[src/rtl/core/dmac_pkg.sv]
// ----------------------------------------------------------------------------
// dmac_pkg
// Shared types and codes for the DMA controller register block.
// ----------------------------------------------------------------------------
package dmac_pkg;

    localparam int NUM_CHAN = 4;
    localparam int CHAN_W   = 2;
    localparam int ADDR_W   = 24;
    localparam int COUNT_W  = 16;
    localparam int MEM_W    = 25;
    localparam int LEN_W    = 17;

    // request opcodes
    localparam logic [1:0] OP_PORT_WRITE = 2'd0;
    localparam logic [1:0] OP_PORT_READ  = 2'd1;
    localparam logic [1:0] OP_PERIPH     = 2'd2;
    localparam logic [1:0] OP_COMPLETE   = 2'd3;

    // I/O ports
    localparam logic [7:0] PORT_CH2_ADDR  = 8'h04;
    localparam logic [7:0] PORT_CH2_COUNT = 8'h05;
    localparam logic [7:0] PORT_STATUS    = 8'h08;
    localparam logic [7:0] PORT_MASK      = 8'h0A;
    localparam logic [7:0] PORT_MODE      = 8'h0B;
    localparam logic [7:0] PORT_CLR_PTR   = 8'h0C;
    localparam logic [7:0] PORT_MCLEAR    = 8'h0D;
    localparam logic [7:0] PORT_CH2_PAGE  = 8'h81;

    // mode byte fields
    localparam logic [1:0] XFER_VERIFY = 2'b00;
    localparam logic [1:0] XFER_WRITE  = 2'b01;
    localparam int         MODE_XFER_LO   = 2;
    localparam int         MODE_AUTOINIT  = 4;
    localparam int         MODE_REVERSE   = 5;
    localparam int         MASK_SET_BIT   = 2;

    localparam logic [3:0] MASK_RESET = 4'hF;
    localparam logic [7:0] STATUS_KEEP = 8'hF0;

    // reject reasons
    localparam logic [2:0] RSN_OK        = 3'd0;
    localparam logic [2:0] RSN_MASKED    = 3'd1;
    localparam logic [2:0] RSN_XFER_TYPE = 3'd2;
    localparam logic [2:0] RSN_MODE      = 3'd3;
    localparam logic [2:0] RSN_BOUNDS    = 3'd4;

    typedef struct packed {
        logic [7:0]         read_data;
        logic               accepted;
        logic [2:0]         reject_reason;
        logic               mem_write;
        logic [MEM_W-1:0]   mem_address;
        logic [7:0]         mem_data;
        logic [LEN_W-1:0]   transfer_length;
    } result_t;

endpackage

[src/rtl/core/dmac_core.sv]
// ----------------------------------------------------------------------------
// dmac_core
// Channel register file, port decode and peripheral byte checks.
// ----------------------------------------------------------------------------
module dmac_core
(
    input  logic                        clk,
    input  logic                        rst_n,
    input  logic                        take,
    input  logic [1:0]                  opcode,
    input  logic [7:0]                  port,
    input  logic [7:0]                  wdata,
    input  logic [dmac_pkg::CHAN_W-1:0] chan,
    input  logic [15:0]                 byte_offset,
    input  logic [7:0]                  data_byte,
    output dmac_pkg::result_t           result
);

    logic [7:0]                      chan_mode_reg    [dmac_pkg::NUM_CHAN];
    logic [dmac_pkg::ADDR_W-1:0]     chan_address_reg [dmac_pkg::NUM_CHAN];
    logic [dmac_pkg::COUNT_W-1:0]    chan_count_reg   [dmac_pkg::NUM_CHAN];
    logic [7:0]                      chan_mode_next    [dmac_pkg::NUM_CHAN];
    logic [dmac_pkg::ADDR_W-1:0]     chan_address_next [dmac_pkg::NUM_CHAN];
    logic [dmac_pkg::COUNT_W-1:0]    chan_count_next   [dmac_pkg::NUM_CHAN];
    logic [3:0]                      mask_bits_reg,    mask_bits_next;
    logic [7:0]                      status_bits_reg,  status_bits_next;
    logic                            byte_pointer_reg, byte_pointer_next;

    logic [dmac_pkg::CHAN_W-1:0]     wsel;
    logic [7:0]                      sel_mode;
    logic [1:0]                      sel_xfer;
    logic [2:0]                      reason;

    assign wsel = wdata[dmac_pkg::CHAN_W-1:0];

    // state update for one request
    always_comb
    begin
        chan_mode_next    = chan_mode_reg;
        chan_address_next = chan_address_reg;
        chan_count_next   = chan_count_reg;
        mask_bits_next    = mask_bits_reg;
        status_bits_next  = status_bits_reg;
        byte_pointer_next = byte_pointer_reg;
        case (opcode)
            dmac_pkg::OP_PORT_WRITE:
            begin
                case (port)
                    dmac_pkg::PORT_MCLEAR:
                    begin
                        for (int c = 0; c < dmac_pkg::NUM_CHAN; c++)
                        begin
                            chan_mode_next[c]    = '0;
                            chan_address_next[c] = '0;
                            chan_count_next[c]   = '0;
                        end
                        mask_bits_next    = dmac_pkg::MASK_RESET;
                        status_bits_next  = '0;
                        byte_pointer_next = 1'b0;
                    end
                    dmac_pkg::PORT_CLR_PTR:
                    begin
                        byte_pointer_next = 1'b0;
                    end
                    dmac_pkg::PORT_CH2_ADDR:
                    begin
                        if (byte_pointer_reg)
                            chan_address_next[2][15:8] = wdata;
                        else
                            chan_address_next[2][7:0] = wdata;
                        byte_pointer_next = ~byte_pointer_reg;
                    end
                    dmac_pkg::PORT_CH2_COUNT:
                    begin
                        if (byte_pointer_reg)
                            chan_count_next[2][15:8] = wdata;
                        else
                            chan_count_next[2][7:0] = wdata;
                        byte_pointer_next = ~byte_pointer_reg;
                    end
                    dmac_pkg::PORT_CH2_PAGE:
                    begin
                        chan_address_next[2][23:16] = wdata;
                    end
                    dmac_pkg::PORT_MODE:
                    begin
                        chan_mode_next[wsel] = wdata;
                    end
                    dmac_pkg::PORT_MASK:
                    begin
                        mask_bits_next[wsel]       = wdata[dmac_pkg::MASK_SET_BIT];
                        status_bits_next[4 + wsel] = wdata[dmac_pkg::MASK_SET_BIT];
                    end
                    default:
                    begin
                    end
                endcase
            end
            dmac_pkg::OP_PORT_READ:
            begin
                // status read clears the completion bits
                if (port == dmac_pkg::PORT_STATUS)
                    status_bits_next = status_bits_reg & dmac_pkg::STATUS_KEEP;
            end
            dmac_pkg::OP_COMPLETE:
            begin
                status_bits_next[chan] = 1'b1;
                mask_bits_next[chan]   = 1'b1;
            end
            default:
            begin
            end
        endcase
    end

    assign sel_mode = chan_mode_reg[chan];
    assign sel_xfer = sel_mode[dmac_pkg::MODE_XFER_LO +: 2];

    always_comb
    begin
        if (mask_bits_reg[chan])
            reason = dmac_pkg::RSN_MASKED;
        else if (sel_xfer != dmac_pkg::XFER_WRITE && sel_xfer != dmac_pkg::XFER_VERIFY)
            reason = dmac_pkg::RSN_XFER_TYPE;
        else if (sel_mode[dmac_pkg::MODE_AUTOINIT] || sel_mode[dmac_pkg::MODE_REVERSE])
            reason = dmac_pkg::RSN_MODE;
        else if (byte_offset > chan_count_reg[chan])
            reason = dmac_pkg::RSN_BOUNDS;
        else
            reason = dmac_pkg::RSN_OK;
    end

    always_comb
    begin
        result = '0;
        if (opcode == dmac_pkg::OP_PORT_READ && port == dmac_pkg::PORT_STATUS)
            result.read_data = status_bits_reg;
        if (opcode == dmac_pkg::OP_PERIPH)
        begin
            result.reject_reason = reason;
            if (reason == dmac_pkg::RSN_OK)
            begin
                result.accepted = 1'b1;
                if (sel_xfer == dmac_pkg::XFER_WRITE)
                begin
                    result.mem_write   = 1'b1;
                    result.mem_address = {1'b0, chan_address_reg[chan]}
                                       + {{(dmac_pkg::MEM_W-16){1'b0}}, byte_offset};
                    result.mem_data    = data_byte;
                end
            end
        end
        // length reflects the count after this request's update
        result.transfer_length = {1'b0, chan_count_next[chan]}
                               + {{(dmac_pkg::LEN_W-1){1'b0}}, 1'b1};
    end

    always_ff @(posedge clk or negedge rst_n)
    begin
        if (!rst_n)
        begin
            for (int c = 0; c < dmac_pkg::NUM_CHAN; c++)
            begin
                chan_mode_reg[c]    <= '0;
                chan_address_reg[c] <= '0;
                chan_count_reg[c]   <= '0;
            end
            mask_bits_reg    <= dmac_pkg::MASK_RESET;
            status_bits_reg  <= '0;
            byte_pointer_reg <= 1'b0;
        end
        else if (take)
        begin
            chan_mode_reg    <= chan_mode_next;
            chan_address_reg <= chan_address_next;
            chan_count_reg   <= chan_count_next;
            mask_bits_reg    <= mask_bits_next;
            status_bits_reg  <= status_bits_next;
            byte_pointer_reg <= byte_pointer_next;
        end
    end

endmodule

[src/rtl/core/dmac_out_buf.sv]
// ----------------------------------------------------------------------------
// dmac_out_buf
// Result register with a skid entry that takes one more request under stall.
// ----------------------------------------------------------------------------
module dmac_out_buf
(
    input  logic              clk,
    input  logic              rst_n,
    input  logic              push,
    input  dmac_pkg::result_t push_data,
    output logic              full,
    output logic              out_valid,
    input  logic              out_stall,
    output dmac_pkg::result_t out_data
);

    logic              main_valid_reg, main_valid_next;
    logic              skid_valid_reg, skid_valid_next;
    dmac_pkg::result_t main_reg, main_next;
    dmac_pkg::result_t skid_reg, skid_next;
    logic              pop;

    assign pop       = main_valid_reg && !out_stall;
    assign full      = skid_valid_reg;
    assign out_valid = main_valid_reg;
    assign out_data  = main_reg;

    always_comb
    begin
        main_valid_next = main_valid_reg;
        skid_valid_next = skid_valid_reg;
        main_next       = main_reg;
        skid_next       = skid_reg;
        if (pop && skid_valid_reg)
        begin
            // drain the skid entry into the output
            main_next       = skid_reg;
            skid_valid_next = 1'b0;
        end
        else if (push && (!main_valid_reg || pop))
        begin
            main_next       = push_data;
            main_valid_next = 1'b1;
        end
        else if (push)
        begin
            skid_next       = push_data;
            skid_valid_next = 1'b1;
        end
        else if (pop)
        begin
            main_valid_next = 1'b0;
        end
    end

    always_ff @(posedge clk or negedge rst_n)
    begin
        if (!rst_n)
        begin
            main_valid_reg <= 1'b0;
            skid_valid_reg <= 1'b0;
        end
        else
        begin
            main_valid_reg <= main_valid_next;
            skid_valid_reg <= skid_valid_next;
        end
    end

    always_ff @(posedge clk)
    begin
        main_reg <= main_next;
        skid_reg <= skid_next;
    end

endmodule

[src/rtl/core/dma_controller_registers.sv]
// ----------------------------------------------------------------------------
// dma_controller_registers
// Four-channel DMA register block, one request in and one result out.
// ----------------------------------------------------------------------------
// Requests arrive on the input channel (in_valid / in_stall) with an opcode:
// port write, port read, peripheral byte or transfer complete. Each request
// gives exactly one result on the output channel (out_valid / out_stall):
// status read data, accept/reject of a peripheral byte with the memory
// write it causes, and the selected channel's transfer length.
// A taken request's result is registered in the output or skid entry.
// Throughput is one request per cycle while the output is not stalled,
// set by the single decode and update pass over the channel registers.
// A stalled result holds at the output; a skid entry takes one more
// request behind it, then in_stall rises until the output drains.
// Reset (rst_n low) masks all channels, clears modes, addresses, counts,
// status and the byte pointer, and empties the result buffer. A master
// clear port write has the same effect on the channel registers.
// ----------------------------------------------------------------------------
module dma_controller_registers
(
    input  logic        clk,
    input  logic        rst_n,
    input  logic        in_valid,
    output logic        in_stall,
    input  logic [1:0]  opcode,
    input  logic [7:0]  port,
    input  logic [7:0]  wdata,
    input  logic [1:0]  chan,
    input  logic [15:0] byte_offset,
    input  logic [7:0]  data_byte,
    output logic        out_valid,
    input  logic        out_stall,
    output logic [7:0]  read_data,
    output logic        accepted,
    output logic [2:0]  reject_reason,
    output logic        mem_write,
    output logic [24:0] mem_address,
    output logic [7:0]  mem_data,
    output logic [16:0] transfer_length
);

    logic              take;
    logic              full;
    dmac_pkg::result_t core_result;
    dmac_pkg::result_t out_data;

    assign in_stall = full;
    assign take     = in_valid && !full;

    dmac_core u_core
    (
        .clk         (clk),
        .rst_n       (rst_n),
        .take        (take),
        .opcode      (opcode),
        .port        (port),
        .wdata       (wdata),
        .chan        (chan),
        .byte_offset (byte_offset),
        .data_byte   (data_byte),
        .result      (core_result)
    );

    dmac_out_buf u_out_buf
    (
        .clk       (clk),
        .rst_n     (rst_n),
        .push      (take),
        .push_data (core_result),
        .full      (full),
        .out_valid (out_valid),
        .out_stall (out_stall),
        .out_data  (out_data)
    );

    assign read_data       = out_data.read_data;
    assign accepted        = out_data.accepted;
    assign reject_reason   = out_data.reject_reason;
    assign mem_write       = out_data.mem_write;
    assign mem_address     = out_data.mem_address;
    assign mem_data        = out_data.mem_data;
    assign transfer_length = out_data.transfer_length;

endmodule

[config.mk]
export PLATFORM = sky130hd
export DESIGN_NAME = dma_controller_registers
export DESIGN_NICKNAME = d
export VERILOG_FILES = /design/src/rtl/core/dmac_pkg.sv /design/src/rtl/core/dmac_core.sv /design/src/rtl/core/dmac_out_buf.sv /design/src/rtl/core/dma_controller_registers.sv
export SDC_FILE = /design/constraint.sdc
export NUM_CORES = 1
export LEC_CHECK = 0
export BUFFER_PORTS_ARGS = -buffer_cell sky130_fd_sc_hd__buf_2
export CAP_MARGIN = 20
export CORE_MARGIN = 2
export CORE_UTILIZATION = 52
export CTS_CLUSTER_SIZE = 30
export DETAILED_ROUTE_END_ITERATION = 10
export PLACE_DENSITY = 0.79
export SLEW_MARGIN = 20
export SYNTH_ARGS = -nofsm -noshare
export SYNTH_HDL_FRONTEND = slang
export SYNTH_HIERARCHICAL = 1
export SYNTH_SLANG_ARGS = --single-unit
[constraint.sdc]
create_clock -name clk -period 5.1 [get_ports clk]
set_clock_uncertainty 0.1 [all_clocks]
set_input_delay 0.51 -clock clk [delete_from_list [all_inputs] [get_ports clk]]
set_output_delay 0.51 -clock clk [all_outputs]
set_load 0.01 [all_outputs]
# After elaboration in Yosys (flattened, before gate mapping)
# Cells that the tools add are included.
[word_totals]
regBits = 261
inputBits = 48
output_inout_bits = 65
wordCells = 174
[classes]
add_sub_neg = 3
order_cmp = 11
eq_ne = 19
mux = 61
bitwise_logic = 8
reduce_logical = 41
[ops]
columns = ["operator", "count"]
rows = [
  ["2-to-1 mux 63 bit", 2],
  ["2-to-1 mux 16 bit", 5],
  ["2-to-1 mux 34 bit", 2],
  ["binary-select mux 16 bit (select 2 bit)", 2],
  ["2-to-1 mux 64 bit", 1],
  ["case mux 16 bit (2 select lines)", 2],
  ["case mux 32 bit (2 select lines)", 1],
  ["binary-select mux 24 bit (select 2 bit)", 1],
  ["2-to-1 mux 24 bit", 2],
  ["2-to-1 mux 8 bit", 6],
  ["== test 8 x 4 -> 1 bit (second input constant)", 5],
  ["2-to-1 mux 38 bit", 1],
  ["bitwise mux 32 bit", 1],
  [">= comparator 32 x 1 -> 1 bit (second input constant)", 1],
  ["less-than comparator 32 x 4 -> 1 bit (second input constant)", 1],
  ["2-to-1 mux 32 bit", 1],
  ["case mux 8 bit (2 select lines)", 2],
  ["adder 24 x 16 -> 25 bit", 1],
  ["case mux 8 bit (3 select lines)", 1],
  ["AND reduction 3 bit", 6],
  ["nonzero test 2 bit", 9],
  ["adder 16 x 1 -> 17 bit (second input constant)", 1],
  ["binary-select mux 8 bit (select 2 bit)", 1],
  ["demux 8 bit (select 2 bit)", 1],
  ["38 further kinds", 87],
]

# Longest topological paths before layout
# Gate-level depths: netlist of the first run.
[logic_depth]
word_depth = 14
depth_mapped = 17
depth_no_buf = 13

# Hierarchy
# Netlist of the first run, hierarchy kept.
[by_module_without_submodules]
columns = ["mod", "n_inst", "cells_each", "area_per_inst_um2", "seq_area_each_um2"]
rows = [
  ["dmac_core", 1, 918, 7862.5, 2932.8],
  ["dmac_out_buf", 1, 207, 4949.7, 3833.7],
  ["dma_controller_registers", 1, 1, 13.8, 0.0],
]

# Least setup slack after synthesis of the first run
# No wires, ideal clock.
[synth_path]
path_type = "input to register"
startpoint = "input in_valid"
endpoint = "register u_out_buf.main_reg, in the netlist u_out_buf/out_data[0], enable pin"
setup_time_ps = 505
arrival_ps = 3786
t_required_ps = 4495
slack_ps = 709
stages = 3
n_path_buf = 0
cell_sequence = "nor2b_4 -> a21oi_1 -> a21oi_1"
[synth_via]
elab_chain_cells = 3
[synth_lines]
columns = ["element", "line", "rtl"]
rows = [
  ["from (decl)", "dma_controller_registers.sv:23", "input logic in_valid,"],
  ["logical AND 1 bit", "dma_controller_registers.sv:48", "assign take = in_valid && !full;"],
  ["logical AND 1 bit", "dmac_out_buf.sv:40", "else if (push && (!main_valid_reg || pop))"],
  ["nonzero test 2 bit (no source line)", "n/a", ""],
  ["to (signal assigned)", "dmac_out_buf.sv:72", "main_reg <= main_next;"],
  ["to (decl)", "dmac_out_buf.sv:19", "dmac_pkg::result_t main_reg, main_next;"],
]
# Every way passes these cells.
# A chain may end at the register's enable or synchronous reset.

==> metrics.csv, run 1 <==
stage;metric;value;unit
outcome;status;finished, violations left;
outcome;violations;negative hold slack;
cells_and_area;nets;1310;
synth;synth_edf_count;126;
clock_network;clock-sinks;245;
clock_network;cts_root_buf;clkbuf_16;
worst_setup_path;cp-start-kind;primary input;
clock_network;cts_tree;done;
power;p_per_area;381;nW/um^2
placed_design;gp_congestion;0.955;
cells_and_area;nFillCells;1963;
power;ir_worst_vdd;203;uV
sta;hold_violations;7;
synth;ys_types;78;
sta;clock.fmax;239;MHz
global_route;grt_max_degree;73;
worst_setup_path;critPathKind;in2reg;
global_route;gr-total-overflow;0;
global_route;grt_pass1_wl;49600;um
worst_setup_path;worstPathArrival;4.48;ns
sta;fin_crit;4.18;ns
synth;synthesis.area;12800;sq um
placed_design;pre_cts_slack;0.520;ns
sta;slew_headroom;0.357;
drt;first_pass_iters;6;
die;io_pins;113;
clock_network;cts_resized;0;
sta;setup_viol;0;
cells_and_area;largest_reg_flops;64;
clock_network;clock_latency;0.54;ns
drt;wl_per_cell;20.2;um
synth;synthMuxAreaShare;0.0985;
cells_and_area;drive_above_1_share;0.225;
synth;synth_top_family_by_area;simple AND/OR/NAND/NOR gates;
worst_setup_path;crit_required;5.39;ns
sta;final_max_slew_viol_count;0;
synth;ys.flop_type;edfxtp_1;
worst_setup_path;slowest_stage;a2111oi_0;
sta;fin_ws;0.919;ns
global_route;antenna_found_initial;1;
synth;yosys.area_share.adder;0.0338;
drt;vias;9364;
clock_network;cts.path.max_buffers;3;
synth;ys_top_cells_by_area;edfxtp_1 29%, dfrtp_1 22%, mux2_4 7.0%, and2_1 3.9%, ha_1 3.2%;
worst_setup_path;worstSetupEndpointType;flop;
worst_setup_path;startpoint;chan[1];
power;p_leak;6.40;nW
die;core;24200;sq um
job;maxCapViolCount;0;
placed_design;hpwl;22100;um
synth;synthArstFlopShare;0.486;
worst_setup_path;max_stage_delay;0.75;ns
synth;synth-seq-cells;245;
worst_setup_path;cp_max_fo;18;
cells_and_area;insertedDiodeCount;0;
drt;drt_iter0_drc;900;
die;die_area;25900;sq um
worst_setup_path;crit_chain;buf_2 > buf_4 > mux2_2 > a22oi_1 > a21boi_0 > ha_1 > a21oi_1 > nor2_1 > a2111oi_0 > o211ai_1 > nor4b_1 > mux2_4;
synth;synth_most_common_cell;edfxtp_1;
cells_and_area;area_delta_synth_final;14.0;%
synth;synth_nets;1208;
sta;rsz0062_at_grt;no;
worst_setup_path;path_buf_inv;2;
synth;synthXorXnorAreaFrac;0.0184;
synth;ys_seq_area_frac;0.528;
worst_setup_path;r2r_start;u_core/chan_count_reg[9];
sta;worst_slew_pin_slew;0.964;ns
synth;netlist.area_leader.share;0.295;
global_route;grt_pass1_vias;8907;
synth;yosysWarnings;6;
die;die_w;161;um
die;placementRows;57;
sta;period_share;0.820;
drt;ant_nets;0;
placed_design;port-buffer-count;112;
synth;synth_area_leader_cell;edfxtp_1;
synth;synth_simple_gate_area_share;0.161;
drt;routed_wl;31700;um
clock_network;post-cts-setup-buffers;0;
die;initial_utilization;0.529;
global_route;grt_use_total;0.242;
drt;vias_per_cell;5.96;
synth;synthCells;1126;
synth;synthTopCellsByCount;126 x edfxtp_1, 115 x dfrtp_1, 104 x nand2_1, 80 x and2_1, 72 x o21ai_0;
clock_network;holdBufCountCts;0;
drt;drc_errors;0;
synth;synth-compound-area-share;0.127;
sta;fin_tns_setup;0;ns
worst_setup_path;cpLargestDelayFamily;compound AO/OA/AOI/OAI gates;
synth;syn_area_per_cell;11.4;sq um
sta;whs;-0.0211;ns
cells_and_area;multi_input_area;5640;sq um
min_path;hp-class;in2async;
clock_network;clkTransAtPathRegs;0.06;ns
die;fp.dieH;161;um
clock_network;ctsHtreeMaxLevel;1;
clock_network;cts_inserted_buffers;26;
cells_and_area;regArea;6770;sq um
## cells in the final DEF, fill, tap and decap left out, types with 9 or more instances in the layout
cell type	n
buf_2	111
a22oi_1	21
edfxtp_1	126
nand2b_1	12
ha_1	33
mux2_2	20
mux2_4	60
and3_1	17
or2_2	9
a22o_1	17
xor2_1	9
nor3_1	11
nor2b_1	10
buf_4	18
inv_1	33
xnor2_1	18
a21o_1	11
nor2_1	67
nand2_1	104
dfrtp_1	115
o211ai_1	10
nand3_1	19
clkbuf_16	27
and2_1	80
a21oi_1	62
o21ai_0	72
## worst paths after layout
check                                         endpoint  slack, ns  cells past startpoint
hold / removal               u_core/status_bits_reg[4]      -0.02                      1
setup / recovery                u_out_buf/out_data[49]       0.92                     12
min in group clk                        u_out_buf/full       0.16                      3
setup reg to reg                u_out_buf/out_data[49]       1.10                     12
hold reg to reg            u_core/chan_address_reg[27]       0.37                      2
max in group asynchronous    u_core/chan_count_reg[43]       3.68                      2
## cell families after synthesis
group / after synthesis
buffers and inverters: 88
muxes: 90
DFF: 245
AOI/OAI and AO/OA: 254
xor gates and xnor gates: 27
and+or+nand+nor: 388
adders and majority gates: 34
## layout make-up
cell class                 instances  area share
clock buffer                      32      0.0482
clock inverter                    15      0.0194
inverter                          33     0.00847
multi-input combinational        793       0.386
sequential                       245       0.463
tap                              324      0.0277
timing repair buffer             129      0.0472
## report_power, final
part,internal [W],switching [W]
Combinational,0.000343,0.000540
Sequential,0.00243,0.000100
Clock,0.00139,0.000772
Total,0.00416,0.00141
## routing by layer
layer	track usage	vias up	wire length, um
met5	0	-	13
met4	0.0747	2	794
met3	0.0493	60	2790
met2	0.368	451	14100
met1	0.351	4532	14000
li1	-	4319	-
## worst reg2reg max path: cells and delay by family (launching register included)
family / cells / cell delay [ns]
multiplexers: 2 / 0.50
AO/OA/AOI/OAI: 7 / 2.03
AND/OR/NAND/NOR: 2 / 0.61
adder cells (fa/ha/maj): 1 / 0.26
flip-flops: 1 / 0.40
## metrics by stage
stage	cell area (sq um)	util	power (W)	hold WS (ns)	cells
after CTS	14600	0.603	0.00561	0.0416	1571
after detailed placement	13600	0.562	0.00345	0.366	1524
after global routing	14600	0.603	0.00578	0.0734	1571
final	14600	0.603	0.00557	-0.0211	1571
after global placement	13600	0.562	0.00343	0.356	1524
after floorplan	12800	-	0.00315	0.114	1126
No activity file was read; power rests on OpenSTA's default activity.
==> run 2, diff against run 1 <==
Settings changed: PLACE_DENSITY 0.79 to 0.82.
Clock period 5.1 ns to 3.7 ns, I/O delays scaled along.
==> run 2 against run 1 <==
Compared with the run above:
- the flow now finishes without violations
- routed wire length grew 1.8%
- die area unchanged
- register-to-register slack worse by 0.86 ns
- via count increased by 3.3%
- global-route usage grew 0.41 points
- worst hold slack improved by 0.070 ns
- non-clock buffer count grew 76
- combinational power up 45%
- count of clock-buffer cells in the layout decreased by 2
- cell count rose by 4.8%
- critical path type unchanged
- critical endpoint is now u_out_buf/out_data[45]
- largest cell class unchanged
==> metrics.csv, run 2 (synthesized netlist as in run 1, its figures left out) <==
stage;metric;value;unit
outcome;status;finished clean;
sta;fin_tns_setup;0;ns
sta;slew_headroom;0.328;
sta;worst_slew_pin_slew;1.01;ns
worst_setup_path;crit_required;4.00;ns
cells_and_area;final_cell_mix;126 x edfxtp_1, 115 x dfrtp_1, 111 x buf_2, 104 x nand2_1, 88 x buf_4;
global_route;grt_pass1_wl;51300;um
placed_design;hpwl;22700;um
drt;drt_iter0_drc;1040;
global_route;antenna_found_initial;2;
clock_network;cts_inserted_buffers;24;
sta;clock.fmax;282;MHz
power;ir_worst_vdd;294;uV
power;p_per_area;489;nW/um^2
power;p_switching;0.00192;W
worst_setup_path;cp_max_fo;15;
clock_network;clock-sinks;245;
power;comb_power_share;0.173;
worst_setup_path;path_buf_inv;5;
cells_and_area;drive_above_1_share;0.267;
clock_network;cts_tree;done;
drt;met2_length;15000;um
worst_setup_path;worstSetupEndpointType;flop;
global_route;grt_max_degree;73;
power;power_frac_seq;0.471;
placed_design;gp_congestion;0.953;
clock_network;cts_root_buf;clkbuf_16;
drt;routed_wl;32200;um
sta;whs;0.0487;ns
drt;first_pass_iters;5;
placed_design;port-buffer-count;112;
drt;top_layer;met4;
sta;period_share;0.958;
clock_network;ctsHtreeMaxLevel;1;
clock_network;cts.path.max_buffers;3;
global_route;gr-total-overflow;0;
cells_and_area;post-route-util;0.624;
cells_and_area;area_delta_synth_final;18.0;%
drt;route.met3.wl;2470;um
sta;setup_viol;0;
die;placementRows;57;
drt;wl_met1;13900;um
cells_and_area;largest_reg_flops;64;
sta;final_max_slew_viol_count;0;
placed_design;pre_cts_slack;-0.378;ns
drt;ant_nets;0;
clock_network;clock_latency;0.52;ns
power;p_leak;6.74;nW
drt;wl_per_cell;19.6;um
worst_setup_path;cp-start-kind;primary input;
cells_and_area;nets;1384;
drt;vias_per_cell;5.88;
global_route;grt_pass1_vias;9521;
power;p_clk_frac;0.356;
worst_setup_path;max_stage_delay;0.39;ns
worst_setup_path;worstPathArrival;3.84;ns
global_route;grt_use_total;0.246;
sta;hold_violations;0;
worst_setup_path;path_common_cell;buf_4;
die;fp.dieH;161;um
cells_and_area;multi_input_area;5650;sq um
die;die_w;161;um
worst_setup_path;slowest_stage;fa_1;
sta;fin_ws;0.156;ns
sta;fin_crit;3.54;ns
die;initial_utilization;0.529;
cells_and_area;regArea;6770;sq um
power;p_sw_frac;0.259;
job;maxCapViolCount;0;
clock_network;clkTransAtPathRegs;0.06;ns
die;die_area;25900;sq um
drt;vias;9671;
die;core;24200;sq um
drt;drc_errors;0;
die;io_pins;113;
worst_setup_path;critPathKind;in2reg;
sta;rsz0062_at_grt;no;
cells_and_area;nFillCells;1856;
power;intPower;0.00548;W
cells_and_area;final_common_cell;edfxtp_1;
worst_setup_path;cpLargestDelayFamily;simple AND/OR/NAND/NOR gates;
power;power;0.00740;W
min_path;hp-class;in2reg;
worst_setup_path;crit_chain;buf_2 > buf_4 > nor2b_2 > buf_12 > and2_1 > ha_1 > inv_1 > fa_1 > nand2b_1 > a21oi_2 > o211ai_1 > a211oi_1 > nor4_2 > buf_4 > or3_1 > a21oi_1 > mux2_4;
==> run 2: metrics by stage <==
step / cell area (sq um) / cells
finish: 15100 / 1646
global route: 15100 / 1646
global placement: 14200 / 1599
detailed placement: 14200 / 1599
floorplan: 12800 / 1126
CTS: 15100 / 1644
==> run 2: metal layers <==
| layer | vias up | track usage |
|---|---|---|
| met1 | 4720 | 0.347 |
| met3 | 55 | 0.0370 |
| li1 | 4460 | - |
| met5 | - | 0 |
| met4 | 0 | 0.0873 |
| met2 | 436 | 0.390 |
==> run 2: worst paths after layout <==
check	cells after the start	from	to	slack, ns
hold / removal	3	out_stall	u_out_buf/full	0.05
hold reg to reg	2	u_core/chan_address_reg[24]	u_core/chan_address_reg[24]	0.37
setup reg to reg	15	u_core/chan_count_reg[41]	u_out_buf/out_data[25]	0.24
max in group asynchronous	3	rst_n	u_core/mask_bits_reg[2]	2.34
min in group asynchronous	2	rst_n	u_core/status_bits_reg[2]	0.33
setup / recovery	17	chan[1]	u_out_buf/out_data[45]	0.16
==> run 2: repair_timing <==
action | in CTS | in global routing
endpoints found under the hold margin | 47 | 0
gates resized for setup | 0 | 4
endpoints found under the setup margin | 0 | 34
hold buffers | 1 | 0
buffers inserted | 0 | 0
==> run 2: worst reg2reg max path: stages, from the launching register on <==
cell       delay [ns]
dfrtp_1          0.38
mux2_2           0.26
a22o_1           0.19
a21oi_1          0.13
ha_1             0.27
a21o_1           0.19
a21o_1           0.18
a211oi_2         0.21
nor2_1           0.09
a2111oi_2        0.30
buf_4            0.18
o211ai_1         0.15
buf_4            0.21
buf_12           0.15
nor2_1           0.16
mux2_4           0.18
==> run 2: power by group through the flow <==
stage | combinational [W] | clock (W) | sequential, W
after floorplan | 0.000674 | 0 | 0.00366
after global placement | 0.00124 | 0 | 0.00352
after detailed placement | 0.00127 | 0 | 0.00354
after CTS | 0.00128 | 0.00267 | 0.00348
after global routing | 0.00137 | 0.00279 | 0.00352
final | 0.00128 | 0.00264 | 0.00348
==> run 2: final cells by class <==
cell class                 instances  share of cell area
sequential                       245               0.447
multi-input combinational        793               0.374
timing repair buffer             205              0.0876
clock buffer                      30              0.0439
tap                              324              0.0268
clock inverter                    14              0.0126
inverter                          33             0.00818
antenna                            2            0.000331
